File: src/design/slsr_pkg.sv
// ----------------------------------------------------------------------------
// slsr_pkg
// Shared types and codes for the sorted list insert/search/remove unit.
// ----------------------------------------------------------------------------
package slsr_pkg;

  localparam int CAPACITY_DEF = 16;
  localparam int DATA_W       = 32;
  localparam int OP_W         = 2;
  localparam int STATUS_W     = 2;
  localparam int POS_W        = 4;
  localparam int COUNT_W      = 5;

  localparam logic [OP_W-1:0] OP_INSERT = 2'd0;
  localparam logic [OP_W-1:0] OP_SEARCH = 2'd1;
  localparam logic [OP_W-1:0] OP_REMOVE = 2'd2;

  localparam logic [STATUS_W-1:0] STATUS_OK        = 2'd0;
  localparam logic [STATUS_W-1:0] STATUS_NOT_FOUND = 2'd1;
  localparam logic [STATUS_W-1:0] STATUS_FULL      = 2'd2;

  typedef enum logic [2:0] {
    ST_IDLE  = 3'b001,
    ST_CMP   = 3'b010,
    ST_APPLY = 3'b100
  } state_t;

  typedef struct packed {
    logic                     cmp_en;
    logic                     ins;
    logic                     rem;
    logic signed [DATA_W-1:0] value;
  } cell_ctrl_t;

endpackage

File: src/design/sorted_list_insert_search_remove_unit.sv
// ----------------------------------------------------------------------------
// sorted_list_insert_search_remove_unit
// Bounded ascending store of signed values with insert, search and remove.
// ----------------------------------------------------------------------------
// A request is taken when start is high and busy is low. Every request
// passes through a compare state and an apply state whatever the fill level:
// in the first all cells compare their value against the request in
// parallel, and in the second the row shifts and the result is registered.
// The result appears in the following cycle on status, position and count,
// marked by done for exactly one cycle; the receiver cannot stall it. busy is
// high only in the compare cycle, so a new request may be issued in the cycle
// that finishes the previous one, while that one is still being applied.
module sorted_list_insert_search_remove_unit #(
  parameter int CAPACITY = slsr_pkg::CAPACITY_DEF
) (
  input  logic                                clk,
  input  logic                                rst,
  input  logic                                start,
  output logic                                busy,
  input  logic [slsr_pkg::OP_W-1:0]           operation,
  input  logic signed [slsr_pkg::DATA_W-1:0]  value,
  output logic                                done,
  output logic [slsr_pkg::STATUS_W-1:0]       status,
  output logic [slsr_pkg::POS_W-1:0]          position,
  output logic [slsr_pkg::COUNT_W-1:0]        count
);
  import slsr_pkg::*;

  localparam int CNT_W = $clog2(CAPACITY + 1);
  localparam int IDX_W = $clog2(CAPACITY);

  state_t                    state, state_next;
  logic [OP_W-1:0]           req_op;
  logic signed [DATA_W-1:0]  req_val;
  logic [CNT_W-1:0]          stored_count, stored_count_next;
  cell_ctrl_t                ctrl;

  logic signed [DATA_W-1:0]  vals [CAPACITY];
  logic [CAPACITY-1:0]       lt, eq, boundary;
  logic                      full, found, accept;
  logic [IDX_W-1:0]          pos_idx;
  logic [IDX_W+POS_W-1:0]    pos_ext;
  logic [CNT_W+COUNT_W-1:0]  cnt_ext;
  logic [STATUS_W-1:0]       res_status;
  logic                      res_has_pos;

  assign busy   = (state == ST_CMP);
  assign accept = start && !busy;
  assign full   = (stored_count >= CNT_W'(CAPACITY));
  assign found  = |(boundary & eq);

  assign ctrl.cmp_en = (state == ST_CMP);
  assign ctrl.ins    = (state == ST_APPLY) && (req_op == OP_INSERT) && !full;
  assign ctrl.rem    = (state == ST_APPLY) && (req_op == OP_REMOVE) && found;
  assign ctrl.value  = req_val;

  for (genvar k = 0; k < CAPACITY; k++) begin : g_cell
    logic                     left_lt;
    logic signed [DATA_W-1:0] left_val, right_val;

    if (k == 0) begin : g_first
      assign left_lt  = 1'b1;
      assign left_val = req_val;
    end else begin : g_mid
      assign left_lt  = lt[k-1];
      assign left_val = vals[k-1];
    end
    if (k == CAPACITY - 1) begin : g_last
      assign right_val = vals[k];
    end else begin : g_inner
      assign right_val = vals[k+1];
    end

    assign boundary[k] = left_lt && !lt[k];

    slsr_cell u_cell (
      .clk       (clk),
      .ctrl      (ctrl),
      .occ       (CNT_W'(k) < stored_count),
      .left_lt   (left_lt),
      .left_val  (left_val),
      .right_val (right_val),
      .val       (vals[k]),
      .lt        (lt[k]),
      .eq        (eq[k])
    );
  end

  always_comb begin
    pos_idx = '0;
    for (int k = 0; k < CAPACITY; k++) begin
      if (boundary[k]) pos_idx = pos_idx | IDX_W'(k);
    end
    pos_ext = {{POS_W{1'b0}}, pos_idx};
  end

  always_comb begin
    res_status        = STATUS_NOT_FOUND;
    res_has_pos       = 1'b0;
    stored_count_next = stored_count;
    unique case (req_op) inside
      OP_INSERT: begin
        if (full) begin
          res_status = STATUS_FULL;
        end else begin
          res_status        = STATUS_OK;
          res_has_pos       = 1'b1;
          stored_count_next = stored_count + CNT_W'(1);
        end
      end
      OP_SEARCH, OP_REMOVE: begin
        if (found) begin
          res_status  = STATUS_OK;
          res_has_pos = 1'b1;
          if (req_op == OP_REMOVE) stored_count_next = stored_count - CNT_W'(1);
        end
      end
      default: ;
    endcase
    cnt_ext = {{COUNT_W{1'b0}}, stored_count_next};
  end

  always_comb begin
    state_next = state;
    unique case (state)
      ST_IDLE:  if (start) state_next = ST_CMP;
      ST_CMP:   state_next = ST_APPLY;
      ST_APPLY: state_next = start ? ST_CMP : ST_IDLE;
      default:  state_next = ST_IDLE;
    endcase
  end

  always_ff @(posedge clk) begin
    if (rst) begin
      state        <= ST_IDLE;
      stored_count <= '0;
      done         <= 1'b0;
    end else begin
      state <= state_next;
      done  <= (state == ST_APPLY);
      if (state == ST_APPLY) stored_count <= stored_count_next;
    end
  end

  always_ff @(posedge clk) begin
    if (accept) begin
      req_op  <= operation;
      req_val <= value;
    end
    if (state == ST_APPLY) begin
      status   <= res_status;
      position <= res_has_pos ? pos_ext[POS_W-1:0] : '0;
      count    <= cnt_ext[COUNT_W-1:0];
    end
  end

endmodule

File: src/design/slsr_cell.sv
// ----------------------------------------------------------------------------
// slsr_cell
// One slot of the sorted row: compares against the request value and shifts
// toward or away from its neighbors.
// ----------------------------------------------------------------------------
module slsr_cell (
  input  logic                              clk,
  input  slsr_pkg::cell_ctrl_t              ctrl,
  input  logic                              occ,
  input  logic                              left_lt,
  input  logic signed [slsr_pkg::DATA_W-1:0] left_val,
  input  logic signed [slsr_pkg::DATA_W-1:0] right_val,
  output logic signed [slsr_pkg::DATA_W-1:0] val,
  output logic                              lt,
  output logic                              eq
);
  import slsr_pkg::*;

  always_ff @(posedge clk) begin
    if (ctrl.cmp_en) begin
      lt <= occ && (val < ctrl.value);
      eq <= occ && (val == ctrl.value);
    end
    if (ctrl.ins && !lt) begin
      val <= left_lt ? ctrl.value : left_val;
    end else if (ctrl.rem && !lt) begin
      val <= right_val;
    end
  end

endmodule

File: config.mk
export PLATFORM = sky130hd
export DESIGN_NAME = sorted_list_insert_search_remove_unit
export DESIGN_NICKNAME = d
export VERILOG_FILES = /design/src/design/slsr_pkg.sv /design/src/design/sorted_list_insert_search_remove_unit.sv /design/src/design/slsr_cell.sv
export SDC_FILE = /design/constraint.sdc
export NUM_CORES = 2
export LEC_CHECK = 0
export BUFFER_PORTS_ARGS = -buffer_cell sky130_fd_sc_hd__buf_4
export CORE_MARGIN = 1.5
export CORE_UTILIZATION = 60
export CTS_BUF_LIST = sky130_fd_sc_hd__clkbuf_2 sky130_fd_sc_hd__clkbuf_4 sky130_fd_sc_hd__clkbuf_8
export DETAILED_ROUTE_END_ITERATION = 16
export GPL_ROUTABILITY_DRIVEN = 0
export PLACE_DENSITY_LB_ADDON = 0.1
export SETUP_SLACK_MARGIN = 0.3
export SYNTH_ARGS = -nofsm -noshare
export SYNTH_HDL_FRONTEND = slang
export SYNTH_SLANG_ARGS = --single-unit
File: constraint.sdc
create_clock -name clk -period 6 [get_ports clk]
set_clock_uncertainty 0.05 [all_clocks]
set_input_delay 1.2 -clock clk [delete_from_list [all_inputs] [get_ports clk]]
set_output_delay 1.2 -clock clk [all_outputs]
set_load 0.03 [all_outputs]
== Yosys cells after proc, flatten, opt, wreduce, memory -nomap -nowiden ==
Cells that the tools add are included.

* Bits in registers: 598
* Input bits: 37
* Output and inout port bits: 13
* Logic and storage cells: 306

* $add $sub $neg: 2
* Magnitude comparators: 33
* Eq/ne operators: 22
* Mux-type cells: 73
* Bitwise logic cells: 1
* Reduce and logical (&&, ||, !) cells: 119

{| class="wikitable"
|+ Operators with widths
! cell !! number
|-
| $mux 32 || 45
|-
| $eq 32x32->1 || 16
|-
| $lt 32x32->1 || 16
|-
| $logic_and 1x1->1 || 83
|-
| $lt 4x5->1 const A || 8
|-
| $mux 4 || 8
|-
| $reduce_bool 2->1 || 15
|-
| $lt 3x5->1 const A || 4
|-
| $logic_not 1->1 || 18
|-
| $and 16x16->16 || 1
|-
| $reduce_or 16->1 || 1
|-
| $mux 3 || 5
|-
| $mux 5 || 3
|-
| $lt 1x5->1 const A || 2
|-
| $lt 2x5->1 const A || 2
|-
| $pmux 5 s2 || 1
|-
| $pmux 3 s3 || 1
|-
| $mux 2 || 4
|-
| $add 5x1->5 const B || 1
|-
| $ge 5x5->1 const B || 1
|-
| $sub 5x1->5 const B || 1
|-
| $mux 1 || 4
|-
| $pmux 2 s2 || 1
|-
| $eq 3x1->1 const B || 1
|-
| other kinds (8) || 8
|}

== Depth between registers and ports, before layout ==
* Depth in word-level cells: 17
* Depth in mapped cells: 10

== By module ==
Synthesis repeated with hierarchy kept, for this count alone.

* Cells, all modules: 4,418
* Area total of the unflattened synthesis: 43,072.6 um2

{| class="wikitable"
|+ By module, submodules not included
! module !! times used !! cells each !! area an instance (um2) !! sequential area each (um2)
|-
| slsr_cell || 16 || 262 || 2,529.9 || 1,021.0
|-
| sorted_list_insert_search_remove_unit || 1 || 226 || 2,593.7 || 1,531.5
|}

== Worst setup path before layout ==
OpenSTA, ideal clock, no wires.

* Kind: flip-flop to flip-flop
* From: register state[2]
* To: register req_val[0], in the netlist g_cell[0].left_val[0], enable pin
* Library setup time: 696 ps
* Data arrival time: 5,223 ps
* Required time: 5,254 ps
* Path slack: 31 ps
* Cell stages (with the launch flop): 3
* Path buffers: 0
* Period minus slack after synthesis: 5,969 ps
* Cell sequence: dfxtp_1 -> nor3b_1 -> nor2b_1

* Longest elaborated chain between the ends: 3

{| class="wikitable"
|+ RTL lines
! element !! line !! text
|-
| start: declaration || sorted_list_insert_search_remove_unit.sv:32 || <nowiki>state_t state, state_next;</nowiki>
|-
| start signal: assignment || sorted_list_insert_search_remove_unit.sv:139 || <nowiki>state <= state_next;</nowiki>
|-
| $eq 3x2->1 || sorted_list_insert_search_remove_unit.sv:47 || <nowiki>assign busy = (state == ST_CMP);</nowiki>
|-
| via busy || sorted_list_insert_search_remove_unit.sv:19 || <nowiki>output logic busy,</nowiki>
|-
| $logic_not 1->1 || sorted_list_insert_search_remove_unit.sv:48 || <nowiki>assign accept = start && !busy;</nowiki>
|-
| $logic_and 1x1->1 || sorted_list_insert_search_remove_unit.sv:48 ||
|-
| via accept || sorted_list_insert_search_remove_unit.sv:40 || <nowiki>logic full, found, accept;</nowiki>
|-
| end signal: assignment || sorted_list_insert_search_remove_unit.sv:148 || <nowiki>req_val <= value;</nowiki>
|-
| end: declaration || sorted_list_insert_search_remove_unit.sv:34 || <nowiki>logic signed [DATA_W-1:0] req_val;</nowiki>
|}

The timed path passes the listed nets, and every way through them passes these cells.
A chain may end at the register's enable or synchronous reset.

== Worst setup path after layout ==
* From: register g_cell[5].u_cell.lt
* To: register g_cell[7].u_cell.val[27] in the netlist's numbering, enable pin

* Longest elaborated chain between the ends: 7
* Elaborated cells on any way between the ends: 8
* Classes of those cells: bitwise (1); reduce/logical (7)

{| class="wikitable"
|+ RTL lines
! element !! line !! text
|-
| start: declaration || slsr_cell.sv:14 || <nowiki>output logic lt,</nowiki>
|-
| start signal: assignment || slsr_cell.sv:21 || <nowiki>lt <= occ && (val < ctrl.value);</nowiki>
|-
| $logic_not 1->1 || sorted_list_insert_search_remove_unit.sv:74 || <nowiki>assign boundary[k] = left_lt && !lt[k];</nowiki>
|-
| $logic_and 1x1->1 || sorted_list_insert_search_remove_unit.sv:74 ||
|-
| $and 16x16->16 (*) || sorted_list_insert_search_remove_unit.sv:50 || <nowiki>assign found = |(boundary & eq);</nowiki>
|-
| $reduce_or 16->1 (*) || sorted_list_insert_search_remove_unit.sv:50 ||
|-
| $logic_and 1x1->1 (*) || sorted_list_insert_search_remove_unit.sv:54 || <nowiki>assign ctrl.rem = (state == ST_APPLY) && (req_op == OP_REMOVE) && found;</nowiki>
|-
| $logic_and 1x1->1 (*) || slsr_cell.sv:26 || <nowiki>end else if (ctrl.rem && !lt) begin</nowiki>
|-
| $reduce_bool 2->1 (no source line) (*) || n/a ||
|-
| end signal: assignment || slsr_cell.sv:25 || <nowiki>val <= left_lt ? ctrl.value : left_val;</nowiki>
|-
| end signal: assignment || slsr_cell.sv:27 || <nowiki>val <= right_val;</nowiki>
|-
| end: declaration || slsr_cell.sv:13 || <nowiki>output logic signed [slsr_pkg::DATA_W-1:0] val,</nowiki>
|}

Every way passes the cells marked *; elsewhere a longest branch is shown, timed or not.

==> impl_metrics.csv <==
group,metric,value,unit
layout,layout_commonest_cell,"a21oi_1",
synthesis,synth_async_sr_flop_share,0,%
worst_setup_path,worst-path-buf-inv,3,
cts,clock_tree.buffer_depth,3,
synthesis,ys.warnings.count,0,
grt,grt_first_pass_wirelength,186000,um
cts,clkSinkCount,598,
power_and_ir_drop,vdd_ir_drop_max,0.178,mV
synthesis,synth.area.top_cells,"edfxtp_1 (44%), ha_1 (16%), mux2i_1 (11%)",
grt,grt_overflow_total,0,
layout,highest_count_cells_in_the_layout_ignoring_fill_and_taps,"a21oi_1 (642), edfxtp_1 (589), nor2_1 (523)",
cts,path_clk_slew,0.06,ns
synthesis,syn-mean-instance-area,10.6,um2
placement,io_buffer_count,49,
worst_setup_path,cp-end-kind,"flip-flop",
floorplan,design.die.area,0.0686,mm2
grt,first_global_vias,32500,
synthesis,synth_area,0.0402,mm2
sta,worst-slew-pin-transition,1.26,ns
worst_setup_path,reg_to_reg_critical_path_startpoint,"g_cell[5].u_cell.lt",
synthesis,synth.lib_cells_used.distinct,65,
cts,clock_tree_from_tritoncts,"done",
sta,finalSetupViolCount,0,
grt,all_layer_global_routing_usage,35.3,%
floorplan,core-area,0.0661,mm2
worst_hold_path,timing.hold.worst.start,"state[1]",
sta,final_worst_path_period_need,4.28,ns
layout,post_route_cells_drive_above_1_share,10.0,%
grt,initial_antenna_violation_count,5,
synthesis,yosysSeqAreaShare,44.4,%
cts,cts-resized-gates,0,
synthesis,area_share_of_the_largest_cell_type_after_synthesis,44.0,%
placement,place_hpwl,88200,um
floorplan,io_pins,50,
sta,grt_setup_unrepaired,"false",
power_and_ir_drop,leakagePower,18.1,nW
route,post_drt_via_cell_ratio,6.77,
worst_setup_path,startpoint_type,"flip-flop",
synthesis,synth_edf_count,589,
floorplan,dieWidth,262,um
worst_setup_path,critical_path.most_common_cell,"buf_4",
floorplan,floorplan.initialDensity,60.9,%
worst_setup_path,worstReg2RegEnd,"g_cell[7].u_cell.val[27]",
cts,clk_root_buffer_cell,"clkbuf_8",
route,post_drt_wl_per_cell,25.8,um
synthesis,synth_cells,3782,
cts,cts_inserted_buffers,106,
floorplan,die_height,262,um
worst_setup_path,crit_required,6.38,ns
sta,max_slew_margin,16.1,%
cts,htree_levels,3,
placement,post-place-cells,4540,
layout,area_growth_syn_to_layout,8.21,%
sta,max_freq,0.234,GHz
sta,hold_ws,0.448,ns
route,vias,32100,
worst_setup_path,timing_worst_setup_path_type,"reg -> reg",
sta,final_hold_viol_count,0,
route,routed_wirelength,122000,um
worst_setup_path,timing.critical_path.cells,"buf_4 -> nor2b_1 -> a2111o_1 -> nor4_4 -> nor2_2 -> o21ai_2 -> buf_4 -> nor2_2 -> buf_4",
synthesis,postSynth.topFlopCell,"edfxtp_1",
sta,min_period_over_period,71.3,%
cts,total_setup_buffers_inserted_after_cts,0,
synthesis,synth_top_area_cell,"edfxtp_1",
grt,grt_start_max_net_pins,65,
worst_hold_path,worstHoldPathCells,1,
layout,layout.cells.non_filler,4732,
worst_hold_path,worst_hold_path.endpoint,"state[1]",
cts,clk-insertion-delay-late,0.74,ns
route,first_iter_violations,3419,
worst_setup_path,critical_path.slowest_cell,"o21ai_2",
sta,finalSetupTns,0,ns
worst_hold_path,holdCritPathClass,"reg -> reg",
power_and_ir_drop,cellPowerDensity,209,mW/mm2
worst_setup_path,crit_family,"compound AO/OA/AOI/OAI gates",
route,drc,0,
route,drtAntennaViolNets,0,
route,drt_pass1_iterations,8,
status,outcome,"complete, no violations",
synthesis,flop_and_latch_count_out_of_synthesis,598,
sta,final_max_slew_viol_count,0,
layout,nets,4339,
worst_setup_path,timing.reg2reg.setup_slack,1.72,ns
floorplan,std_cell_rows,94,
worst_setup_path,cp.arrival,4.66,ns
cts,hold_buffers,0,
synthesis,syn_nets,4337,
worst_setup_path,worst_r2r_path_depth,9,
worst_setup_path,highest_fanout_seen_on_the_critical_path,37,
worst_setup_path,max_stage_delay,0.97,ns
layout,postLayoutCoreUtil,65.9,%
job,max_cap_viol_count,0,
==> worst max path at each step <==
stage | from | cells after the start | slack, ns | end
global route | g_cell[5].u_cell.lt | 9 | 1.59 | g_cell[7].u_cell.val[28]
CTS | g_cell[5].u_cell.lt | 9 | 1.78 | g_cell[7].u_cell.val[27]
floorplan | state[2] | 2 | 2.23 | g_cell[0].left_val[0]
global placement | g_cell[5].u_cell.lt | 9 | 1.91 | g_cell[6].u_cell.val[22]
finish | g_cell[5].u_cell.lt | 9 | 1.72 | g_cell[7].u_cell.val[27]
detailed placement | g_cell[5].u_cell.lt | 9 | 1.81 | g_cell[7].u_cell.val[21]
==> area by class of cell <==
cell class              count  area, um2
clock inverters            52        289
repair buffers            115        863
inverters                  75        282
fillers                  5230      22600
clock buffers             137       1700
well taps                 864       1080
diodes                      3       7.51
flip-flops and latches    598      17900
multi-input cells        2888      21500
==> power by group <==
part / total, mW / switching [mW] / internal, mW
Clock: 3.73 / 1.80 / 1.93
Sequential: 4.61 / 0.0558 / 4.55
Combinational: 0.758 / 0.472 / 0.286
Total: 9.10 / 2.33 / 6.77
==> kinds of logic (layout without fill, tap and decap cells) <==
family,Yosys count,count (layout),synth area share (%)
flip-flops,598,598,44.4
adder cells (fa/ha/maj),518,518,16.1
XOR/XNOR,1,1,0.0218
buffers and inverters,296,379,2.80
other,0,3,0
multiplexers,523,523,13.2
AND/OR/NAND/NOR,969,969,11.2
AO/OA/AOI/OAI,877,877,12.3
==> synthesized netlist by cell type (6+ instances only) <==
cell         n
a2111oi_0   11
a211oi_1     9
a21boi_0     7
a21o_1      49
a21oi_1    642
a221o_1      8
a221oi_1    15
a31oi_1     12
and3_1       7
and4_1      23
clkbuf_1   214
dfxtp_1      9
edfxtp_1   589
ha_1       518
inv_1       74
mux2_2      72
mux2i_1    451
nand2_1     92
nand2b_1    14
nand3_1     55
nand3b_1    20
nand4_1     88
nor2_1     554
nor2b_1     32
nor3_1      21
nor4_1      20
nor4b_1      6
o211ai_1    21
o21a_1      10
o21ai_0     57
or3_1        7
or4_1        7
==> flip-flops by register name, indices dropped and copies added (netlist names) <==
name and count:
stored_count 5, g_cell.u_cell.eq 16, count 5, req_op 2
g_cell.left_val 32, state 3, g_cell.u_cell.val 512, position 4
status 2, g_cell.u_cell.lt 16, done 1
==> layer usage <==
metal  vias to the layer above  wire length, um  GRT usage, %
li1                      14300                -             -
met1                     15700            49300          47.2
met2                      1684            56100          56.7
met3                       376            11600          6.59
met4                         0             4920          14.3
met5                         -                0             0
==> through the flow <==
stage	area, um2	power [mW]	worst slack, ns
after floorplan	40200	5.17	2.23
after global placement	41500	5.39	1.91
after detailed placement	41500	5.43	1.81
after CTS	43500	9.11	1.78
after global routing	43500	9.36	1.59
final	43500	9.10	1.72
(Power assumes the default switching activity.)
